===== src/design/rip_pkg.sv =====
// ----------------------------------------------------------------------------
// Range image projection package
// Shared widths, result codes, register indexes, state types and the
// CORDIC arctangent table.
// ----------------------------------------------------------------------------
package rip_pkg;

   localparam int unsigned COORD_W      = 24;
   localparam int unsigned RANGE_W      = 24;
   localparam int unsigned RING_W       = 8;
   localparam int unsigned COL_W        = 12;
   localparam int unsigned CELL_W       = 20;
   localparam int unsigned STAT_W       = 3;
   localparam int unsigned RATE_W       = 5;
   localparam int unsigned SUM_W        = 48;
   localparam int unsigned REM_W        = 27;
   localparam int unsigned CORDIC_W     = 50;
   localparam int unsigned ANG_W        = 34;
   localparam int unsigned STEP_W       = 5;
   localparam int unsigned CORDIC_STEPS = 31;
   localparam int unsigned ROOT_STEPS   = 24;
   localparam int unsigned CSR_AW       = 4;
   localparam int unsigned CSR_DW       = 32;

   localparam logic [STAT_W-1:0] ST_KEPT        = 3'd0;
   localparam logic [STAT_W-1:0] ST_RANGE_OUT   = 3'd1;
   localparam logic [STAT_W-1:0] ST_RING_OUT    = 3'd2;
   localparam logic [STAT_W-1:0] ST_DOWNSAMPLED = 3'd3;
   localparam logic [STAT_W-1:0] ST_COLUMN_OUT  = 3'd4;
   localparam logic [STAT_W-1:0] ST_OCCUPIED    = 3'd5;
   localparam logic [STAT_W-1:0] ST_CLEARED     = 3'd6;

   localparam logic [RANGE_W-1:0] MIN_RANGE_RESET = 24'd1024;
   localparam logic [RANGE_W-1:0] MAX_RANGE_RESET = 24'd1024000;
   localparam logic [RATE_W-1:0]  RATE_RESET      = 5'd1;

   typedef enum logic [1:0] {
      CSR_MIN_RANGE  = 2'd0,
      CSR_MAX_RANGE  = 2'd1,
      CSR_DOWNSAMPLE = 2'd2
   } csr_reg_type;

   typedef enum logic [3:0] {
      TOP_CLEAR, TOP_IDLE, TOP_WAIT, TOP_MULT, TOP_ROUND,
      TOP_WRAP, TOP_INDEX, TOP_OCC, TOP_DONE
   } top_state_type;

   typedef enum logic [1:0] {
      MAG_IDLE, MAG_SQUARE, MAG_ROOT
   } mag_state_type;

   typedef enum logic {
      COR_IDLE, COR_RUN
   } cordic_state_type;

   typedef enum logic [1:0] {
      OCC_IDLE, OCC_CLEAR, OCC_READ, OCC_WRITE
   } occ_state_type;

   typedef struct packed {
      logic clear;
      logic lookup;
   } occ_cmd_type;

   typedef struct packed {
      logic busy;
      logic done;
      logic occupied;
   } occ_sts_type;

   typedef struct packed {
      logic done;
      logic range_bad;
      logic ring_skip;
   } mag_sts_type;

   // Arctangent of 2^-i in units of 2^-32 turn.
   function automatic logic [31:0] atan_turn(input logic [STEP_W-1:0] i);
      logic [31:0] t;
      case (i)
         5'd0:    t = 32'h20000000;
         5'd1:    t = 32'h12E4051D;
         5'd2:    t = 32'h09FB385B;
         5'd3:    t = 32'h051111D4;
         5'd4:    t = 32'h028B0D43;
         5'd5:    t = 32'h0145D7E1;
         5'd6:    t = 32'h00A2F61E;
         5'd7:    t = 32'h00517C55;
         5'd8:    t = 32'h0028BE53;
         5'd9:    t = 32'h00145F2E;
         5'd10:   t = 32'h000A2F98;
         5'd11:   t = 32'h000517CC;
         5'd12:   t = 32'h00028BE6;
         5'd13:   t = 32'h000145F3;
         5'd14:   t = 32'h0000A2F9;
         5'd15:   t = 32'h0000517C;
         5'd16:   t = 32'h000028BE;
         5'd17:   t = 32'h0000145F;
         5'd18:   t = 32'h00000A2F;
         5'd19:   t = 32'h00000517;
         5'd20:   t = 32'h0000028B;
         5'd21:   t = 32'h00000145;
         5'd22:   t = 32'h000000A2;
         5'd23:   t = 32'h00000051;
         5'd24:   t = 32'h00000028;
         5'd25:   t = 32'h00000014;
         5'd26:   t = 32'h0000000A;
         5'd27:   t = 32'h00000005;
         5'd28:   t = 32'h00000002;
         5'd29:   t = 32'h00000001;
         default: t = 32'h00000000;
      endcase
      return t;
   endfunction

endpackage


===== src/design/rip_mag.sv =====
// ----------------------------------------------------------------------------
// Range magnitude unit
// Sums the squared coordinates on one shared multiplier, takes the square
// root two radicand bits per cycle, and checks the range window and the
// ring downsample remainder one dividend bit per cycle.
// ----------------------------------------------------------------------------
module rip_mag (
   input  logic                               clock,
   input  logic                               reset,
   input  logic                               start,
   input  logic signed [rip_pkg::COORD_W-1:0] x,
   input  logic signed [rip_pkg::COORD_W-1:0] y,
   input  logic signed [rip_pkg::COORD_W-1:0] z,
   input  logic [rip_pkg::RING_W-1:0]         ring,
   input  logic [rip_pkg::RATE_W-1:0]         rate,
   input  logic [rip_pkg::RANGE_W-1:0]        min_range,
   input  logic [rip_pkg::RANGE_W-1:0]        max_range,
   output rip_pkg::mag_sts_type               sts,
   output logic [rip_pkg::RANGE_W-1:0]        rng
);
   import rip_pkg::*;

   mag_state_type        state_ff, state_in;
   logic [2:0]           sq_cnt_ff, sq_cnt_in;
   logic [STEP_W-1:0]    rt_cnt_ff, rt_cnt_in;
   logic [COORD_W-1:0]   ax_ff, ay_ff, az_ff, amin_ff, amax_ff;
   logic [COORD_W-1:0]   ax_in, ay_in, az_in, amin_in, amax_in;
   logic [SUM_W-1:0]     prod_ff, prod_in;
   logic [SUM_W-1:0]     sum_ff, sum_in;
   logic [SUM_W-1:0]     minsq_ff, minsq_in;
   logic [SUM_W-1:0]     maxsq_ff, maxsq_in;
   logic [SUM_W-1:0]     rad_ff, rad_in;
   logic [REM_W-1:0]     rem_ff, rem_in;
   logic [RANGE_W-1:0]   root_ff, root_in;
   logic [RING_W-1:0]    md_ff, md_in;
   logic [RATE_W-1:0]    mrem_ff, mrem_in;
   logic [RATE_W-1:0]    rate_ff, rate_in;
   logic                 done_ff, done_in;
   logic [COORD_W-1:0]   op;
   logic [REM_W-1:0]     rem_sh;
   logic [REM_W-1:0]     trial;
   logic [RATE_W:0]      mod_t;
   logic [RATE_W-1:0]    rate_eff;
   logic                 round_up;

   always_ff @(posedge clock) begin
      if (reset) begin
         state_ff <= MAG_IDLE;
         done_ff  <= 1'b0;
      end else begin
         state_ff <= state_in;
         done_ff  <= done_in;
      end
      sq_cnt_ff <= sq_cnt_in;
      rt_cnt_ff <= rt_cnt_in;
      ax_ff     <= ax_in;
      ay_ff     <= ay_in;
      az_ff     <= az_in;
      amin_ff   <= amin_in;
      amax_ff   <= amax_in;
      prod_ff   <= prod_in;
      sum_ff    <= sum_in;
      minsq_ff  <= minsq_in;
      maxsq_ff  <= maxsq_in;
      rad_ff    <= rad_in;
      rem_ff    <= rem_in;
      root_ff   <= root_in;
      md_ff     <= md_in;
      mrem_ff   <= mrem_in;
      rate_ff   <= rate_in;
   end

   always_comb begin
      case (sq_cnt_ff)
         3'd0:    op = ax_ff;
         3'd1:    op = ay_ff;
         3'd2:    op = az_ff;
         3'd3:    op = amin_ff;
         3'd4:    op = amax_ff;
         default: op = '0;
      endcase
      prod_in  = SUM_W'(op) * SUM_W'(op);
      rem_sh   = {rem_ff[REM_W-3:0], rad_ff[SUM_W-1:SUM_W-2]};
      trial    = {1'b0, root_ff, 2'b01};
      rate_eff = (rate_ff == '0) ? RATE_W'(1) : rate_ff;
      mod_t    = {mrem_ff, md_ff[RING_W-1]};
   end

   always_comb begin
      state_in  = state_ff;
      sq_cnt_in = sq_cnt_ff;
      rt_cnt_in = rt_cnt_ff;
      ax_in     = ax_ff;
      ay_in     = ay_ff;
      az_in     = az_ff;
      amin_in   = amin_ff;
      amax_in   = amax_ff;
      sum_in    = sum_ff;
      minsq_in  = minsq_ff;
      maxsq_in  = maxsq_ff;
      rad_in    = rad_ff;
      rem_in    = rem_ff;
      root_in   = root_ff;
      md_in     = md_ff;
      mrem_in   = mrem_ff;
      rate_in   = rate_ff;
      done_in   = 1'b0;
      case (state_ff)
         MAG_IDLE: begin
            if (start) begin
               // The magnitude of the most negative coordinate still fits unsigned.
               ax_in     = x[COORD_W-1] ? (~x + 1'b1) : x;
               ay_in     = y[COORD_W-1] ? (~y + 1'b1) : y;
               az_in     = z[COORD_W-1] ? (~z + 1'b1) : z;
               amin_in   = min_range;
               amax_in   = max_range;
               md_in     = ring;
               rate_in   = rate;
               sum_in    = '0;
               sq_cnt_in = '0;
               state_in  = MAG_SQUARE;
            end
         end
         MAG_SQUARE: begin
            sq_cnt_in = sq_cnt_ff + 1'b1;
            case (sq_cnt_ff)
               3'd1, 3'd2, 3'd3: sum_in = sum_ff + prod_ff;
               3'd4: minsq_in = prod_ff;
               3'd5: begin
                  maxsq_in  = prod_ff;
                  rad_in    = sum_ff;
                  rem_in    = '0;
                  root_in   = '0;
                  mrem_in   = '0;
                  rt_cnt_in = '0;
                  state_in  = MAG_ROOT;
               end
               default: ;
            endcase
         end
         MAG_ROOT: begin
            rad_in = {rad_ff[SUM_W-3:0], 2'b00};
            if (rem_sh >= trial) begin
               rem_in  = rem_sh - trial;
               root_in = {root_ff[RANGE_W-2:0], 1'b1};
            end else begin
               rem_in  = rem_sh;
               root_in = {root_ff[RANGE_W-2:0], 1'b0};
            end
            if (rt_cnt_ff < STEP_W'(RING_W)) begin
               md_in = {md_ff[RING_W-2:0], 1'b0};
               if (mod_t >= {1'b0, rate_eff}) begin
                  mrem_in = RATE_W'(mod_t - {1'b0, rate_eff});
               end else begin
                  mrem_in = mod_t[RATE_W-1:0];
               end
            end
            rt_cnt_in = rt_cnt_ff + 1'b1;
            if (rt_cnt_ff == STEP_W'(ROOT_STEPS - 1)) begin
               done_in  = 1'b1;
               state_in = MAG_IDLE;
            end
         end
         default: state_in = MAG_IDLE;
      endcase
   end

   // The remainder exceeds the floor root exactly when the range rounds up.
   always_comb begin
      round_up = rem_ff > REM_W'(root_ff);
      if (round_up && (root_ff != '1)) begin
         rng = root_ff + 1'b1;
      end else begin
         rng = root_ff;
      end
      sts.done      = done_ff;
      sts.range_bad = (sum_ff < minsq_ff) || (sum_ff > maxsq_ff);
      sts.ring_skip = (mrem_ff != '0);
   end

endmodule


===== config.mk =====
export PLATFORM = sky130hd
export DESIGN_NAME = rip_mag
export DESIGN_NICKNAME = d
export VERILOG_FILES = /design/src/design/rip_pkg.sv /design/src/design/rip_mag.sv
export SDC_FILE = /design/constraint.sdc
export NUM_CORES = 2
export LEC_CHECK = 0
export ABC_CLOCK_PERIOD_IN_PS = 26500
export CORE_MARGIN = 2
export CORE_UTILIZATION = 55
export DETAILED_ROUTE_END_ITERATION = 10
export DONT_BUFFER_PORTS = 1
export PLACE_DENSITY = 0.77
export SETUP_SLACK_MARGIN = 0.15
export SYNTH_ARGS = -nofsm -noshare
export SYNTH_HDL_FRONTEND = slang
export SYNTH_SLANG_ARGS = --single-unit

===== constraint.sdc =====
create_clock -name clock -period 26.5 [get_ports clock]
set_clock_uncertainty 0.15 [all_clocks]
set_input_delay 1.325 -clock clock [delete_from_list [all_inputs] [get_ports clock]]
set_output_delay 1.325 -clock clock [all_outputs]
set_load 0.05 [all_outputs]

* Word-level counts from Yosys, hierarchy flattened *
Cells that the tools add are included.

cells by class
  $add $sub $neg = 9
  muxes and demuxes = 32
  multipliers = 1
  reductions and logical operators = 20
  order comparisons = 6
  bitwise logic cells = 4
  equal/unequal tests = 14

operators with widths
  operator                                                          number
  48-bit one-hot mux with 2 select lines                            2
  48-bit 2-to-1 mux                                                 3
  24-bit one-hot mux with 5 select lines                            1
  24-bit by 1-bit adder with 24-bit output (second input constant)  4
  24-bit NOT                                                        3
  23-bit 2-to-1 mux                                                 3
  27-bit 2-to-1 mux                                                 2
  27-bit one-hot mux with 2 select lines                            1
  48-bit adder                                                      1
  48-bit > comparator                                               1
  48-bit less-than comparator                                       1
  24-bit by 24-bit multiplier with 48-bit output                    1
  24-bit 2-to-1 mux                                                 2
  24-bit one-hot mux with 2 select lines                            1
  27-bit by 26-bit greater-or-equal comparator with 1-bit output    1
  27-bit by 24-bit > comparator with 1-bit output                   1
  27-bit by 26-bit subtractor with 27-bit output                    1
  24-bit != test (second input constant)                            1
  5-bit 2-to-1 mux                                                  4
  5-bit one-hot mux with 2 select lines                             2
  8-bit 2-to-1 mux                                                  2
  8-bit one-hot mux with 2 select lines                             1
  3-bit AND reduction                                               4
  2-bit AND reduction                                               5
  28 further kinds                                                  38

storage, ports and cells
  logic and storage cells = 108
  bits of input ports = 136
  bits in registers = 440
  output and inout port bits = 27

* Depth between registers and ports, before layout *
  depth after elaboration = 6
  mapped depth = 38
  mapped depth without buffers = 32

* Worst setup path before layout *
OpenSTA, ideal clock, no wires.

  kind = reg2reg
  start point = register sq_cnt_ff[2]
  end point = register prod_ff[43]
  buffers on the path = 7
  stages on the path, launching flop included = 35
  setup slack = 17.442 ns
  data arrival time = 8.787 ns
  data required time = 26.228 ns
  period minus slack after synthesis = 9.058 ns
  cell sequence = edfxtp_1 clkbuf_1 clkbuf_1 buf_1 inv_1 ha_1 clkbuf_1 clkbuf_1 a222oi_1 o21ai_0 inv_1 buf_1 nor2_1 fa_1 inv_1 fa_1 inv_1 fa_1 fa_1 fa_1 fa_1 inv_1 fa_1 inv_1 ha_1 clkbuf_1 a21o_1 a21o_1 a221oi_1 o21ai_0 a31oi_1 o21bai_1 a31o_2 o41a_1 xor2_1

between the ends
  longest elaborated chain between the ends = 3
  elaborated cells between the ends (all ways) = 7

ends and longest elaborated chain
  item                                                line           text
  from (decl)                                         rip_mag.sv:24  logic [2:0] sq_cnt_ff, sq_cnt_in;
  from (signal assigned)                              rip_mag.sv:54  sq_cnt_ff <= sq_cnt_in;
  3-bit equality test, or another cell as far along   rip_mag.sv:74  case (sq_cnt_ff)
  24-bit one-hot mux with 5 select lines (*)          rip_mag.sv:74
  24-bit by 24-bit multiplier with 48-bit output (*)  rip_mag.sv:82  prod_in = SUM_W'(op) * SUM_W'(op);
  named net prod_in[43]                               rip_mag.sv:28  logic [SUM_W-1:0] prod_ff, prod_in;
  to (signal assigned)                                rip_mag.sv:61  prod_ff <= prod_in;
  to (decl)                                           rip_mag.sv:28

The timed path passes the listed nets; every way through them passes the cells marked *.
A chain may end at the register's enable or synchronous reset.

* Final worst setup path *
  start point = register sq_cnt_ff[0]
  end point = register prod_ff[43]

Same word-level chain as after synthesis.

==> Flow_metrics.wiki <==
{| class="wikitable"
! Metric !! Value
|-
| Number of warnings reported in the yosys synthesis log || 0
|-
| Area taken by flip-flops and latches || 0.0126 mm2
|-
| Most instantiated flip-flop cell in the synthesis netlist || edfxtp_1
|-
| Top achievable clock speed || 0.0946 GHz
|-
| Overall via count from detail_route || 28.0k
|-
| Cell area after synthesis || 0.0396 mm2
|-
| Synthesized netlist net count || 4906
|-
| HP Class || flop to flop
|-
| Setup slack on the worst flop-to-flop path || 15.93 ns
|-
| Async set-reset flop share out of synthesis || 0%
|-
| Antenna-violating nets left || 0
|-
| Effective utilization at floorplan || 55.5%
|-
| Die width || 272 um
|-
| Number of global-route vias before repair || 28.8k
|-
| Final instance count without filler cells || 4918
|-
| Clock tree sinks || 437
|-
| Type of element launching the critical path || flop
|-
| Total core area || 0.0714 mm2
|-
| Clock transition at the registers of the reported paths || 0.07 ns
|-
| Worst Setup Path Type || flop to flop
|-
| Detail-routed via count per cell || 5.70
|-
| Placed instance count || 4829
|-
| Multi-input combinational cell area || 0.0236 mm2
|-
| Kind of end point of the critical path || flop
|-
| Router iterations before antenna repair || 7
|-
| Max-slew violation count || 0
|-
| Number of buffers added by the clock tree synthesis step || 47
|-
| Sequential area share after synthesis || 31.9%
|-
| Number of different library cells in the post-synthesis netlist || 78
|-
| Vertical die dimension || 272 um
|-
| Syn-to-layout area delta || 6.31%
|-
| Cell at the root of the clock tree || clkbuf_16
|-
| Number of nets in the layout || 4839
|-
| Part of the cycle the worst path needs || 39.9%
|-
| WP data arrival || 10.92 ns
|-
| Setup repair after global routing missed its margin || no
|-
| EDFF count, synth || 387
|-
| Number of port buffers || 0
|-
| First-pass GRT wire length || 149000 um
|-
| Tightest slew margin relative to the limit || 4.05%
|-
| Antenna violations before repair || 1
|-
| CP max FO || 25
|-
| Worst EP required || 26.85 ns
|-
| Initial detailed-routing violation count || 2161
|-
| Syn avg cell area || 9.92 um2
|-
| Number of hold-slack violations in the final timing report || 0
|-
| Clock insertion delay at the later pin of the skew report || 0.62 ns
|-
| Status || finished, final reports clean
|-
| Slew @ Worst Pin || 1.43 ns
|-
| Max cap viols || 0
|-
| Cell row count || 98
|-
| Fillers || 5875
|-
| Cts repair resizes || 0
|-
| DP Wirelength || 71900 um
|-
| Die ar. || 0.0742 mm2
|-
| Global placement routability congestion || 0.931
|-
| Total wire length after detailed routing || 91500 um
|-
| Largest net degree at the start of global routing || 101
|-
| Clock tree from TritonCTS || built
|-
| Maximum buffer depth of the clock tree || 3
|-
| I/O pins || 163
|-
| Congestion Overflow GR || 0
|-
| Fraction of layout cells with a size suffix above 1 || 3.23%
|-
| Syn Inst Count || 3995
|-
| Cell type of the slowest stage on the worst timing path || o21ai_1
|-
| GRT Util Overall || 25.0%
|-
| Worst path most repeated cell || fa_1
|-
| Flip-flop and latch count after synthesis || 437
|-
| DRC errors left || 0
|-
| Setup bufs post-CTS || 0
|-
| Shortest clock period the worst path allows after layout || 10.57 ns
|-
| Number of hold buffers added after cts || 0
|-
| H-Tree Level Count || 2
|-
| Summed negative setup slack over all endpoints || 0 ns
|-
| Final number of setup-violating endpoints || 0
|-
| Longest individual stage delay on the worst path || 0.81 ns
|-
| Average routed wire per standard cell || 18.6 um
|}
final timing paths:
| path | from | end | cells past startpoint |
|---|---|---|---|
| max | sq_cnt_ff[0]$_SDFFCE_PN0P_ | prod_ff[43]$_DFF_P_ | 29 |
| min | prod_ff[7]$_DFF_P_ | maxsq_ff[7]$_DFFE_PP_ | 0 |
| max reg2reg | sq_cnt_ff[0]$_SDFFCE_PN0P_ | prod_ff[43]$_DFF_P_ | 29 |
| min reg2reg | prod_ff[7]$_DFF_P_ | maxsq_ff[7]$_DFFE_PP_ | 0 |
cells in the final DEF (no fill, tap or decap), types with 21 or more instances in the layout:
master / instances
buf_4: 23
nor3_1: 32
a21oi_1: 161
inv_1: 763
o21ai_0: 101
fa_1: 426
o31ai_1: 29
a22oi_1: 24
a222oi_1: 22
edfxtp_1: 387
xnor2_1: 150
clkbuf_16: 51
dfxtp_1: 50
nand3_1: 41
a21o_1: 118
nand2_1: 467
ha_1: 349
nor4_1: 21
o21a_1: 36
xor2_1: 47
nor2_1: 287
nand4_1: 50
or3_1: 24
sequential cells by signal, indices dropped and copies added, names as in the netlist, 27 cells and up:
register,flops
maxsq_ff,47
rem_ff,27
sum_ff,48
minsq_ff,47
prod_ff,47
rad_ff,48
cells by family (layout without fill, tap and decap cells):
group,count (synthesis),after routing,share of synthesized area [%]
AO/OA/AOI/OAI,634,634,10.8
other,0,1,0
XOR/XNOR,197,197,4.35
flip-flops,437,437,31.9
adder cells (fa/ha/maj),775,775,32.5
multiplexers,9,9,0.237
AND/OR/NAND/NOR,1035,1035,11.6
buffers and inverters,908,880,8.65
stage by stage:
step | cell area [um2] | util (%) | hold WS [ns] | worst slack (ns)
floorplan | 39600 | - | 0.282 | 17.44
global placement | 40500 | 56.7 | 0.308 | 16.44
detailed placement | 40500 | 56.7 | 0.310 | 16.15
CTS | 42100 | 59.0 | 0.306 | 16.21
global route | 42100 | 59.0 | 0.311 | 15.50
finish | 42100 | 59.0 | 0.312 | 15.93
synthesized netlist by cell type, types with 17 or more instances:
cell / count / area [um2]
nand4_1: 50 / 313
edfxtp_1: 387 / 11600
o21bai_1: 18 / 135
a222oi_1: 22 / 220
ha_1: 349 / 4370
fa_1: 426 / 8530
clkbuf_1: 119 / 447
and2_1: 17 / 106
nand2b_1: 20 / 125
o21a_1: 36 / 270
dfxtp_1: 50 / 1000
nor4_1: 21 / 131
or3_1: 24 / 150
nand2_1: 469 / 1760
inv_1: 765 / 2870
o31ai_1: 29 / 218
a21o_1: 118 / 886
nor3_1: 32 / 160
o21ai_0: 106 / 531
xor2_1: 47 / 412
nand3_1: 41 / 205
a31oi_1: 18 / 113
nor2_1: 287 / 1080
a21oi_1: 162 / 811
xnor2_1: 150 / 1310
a22oi_1: 24 / 180
layer usage:
| layer | GRT usage, % | wire [um] | vias to the layer above |
|---|---|---|---|
| li1 | - | - | 13074 |
| met1 | 32.7 | 37600 | 13558 |
| met2 | 41.3 | 42700 | 1140 |
| met3 | 4.95 | 7560 | 258 |
| met4 | 9.86 | 3730 | 0 |
| met5 | 0 | 0 | - |
worst max-delay path: cells and delay by family, from the launching register on:
family,cells,cell delay [ns]
simple gates,2,1.12
xor+xnor,1,0.15
buf+inv,7,1.24
compound gates,10,3.15
flops,1,0.44
fa+ha+maj,9,4.16
area by class of cell:
| cell class | count | share of cell area, % |
|---|---|---|
| tap | 950 | 2.82 |
| antenna | 1 | 0.00594 |
| timing repair buffer | 23 | 0.410 |
| inverter | 769 | 6.86 |
| clock buffer | 60 | 3.16 |
| clock inverter | 28 | 0.746 |
| multi-input combinational | 2650 | 56.0 |
| sequential | 437 | 30.0 |
Power is left out: the tool's default activity adds up to more than one toggle a clock period on the data nets, which glitch-free logic cannot reach.
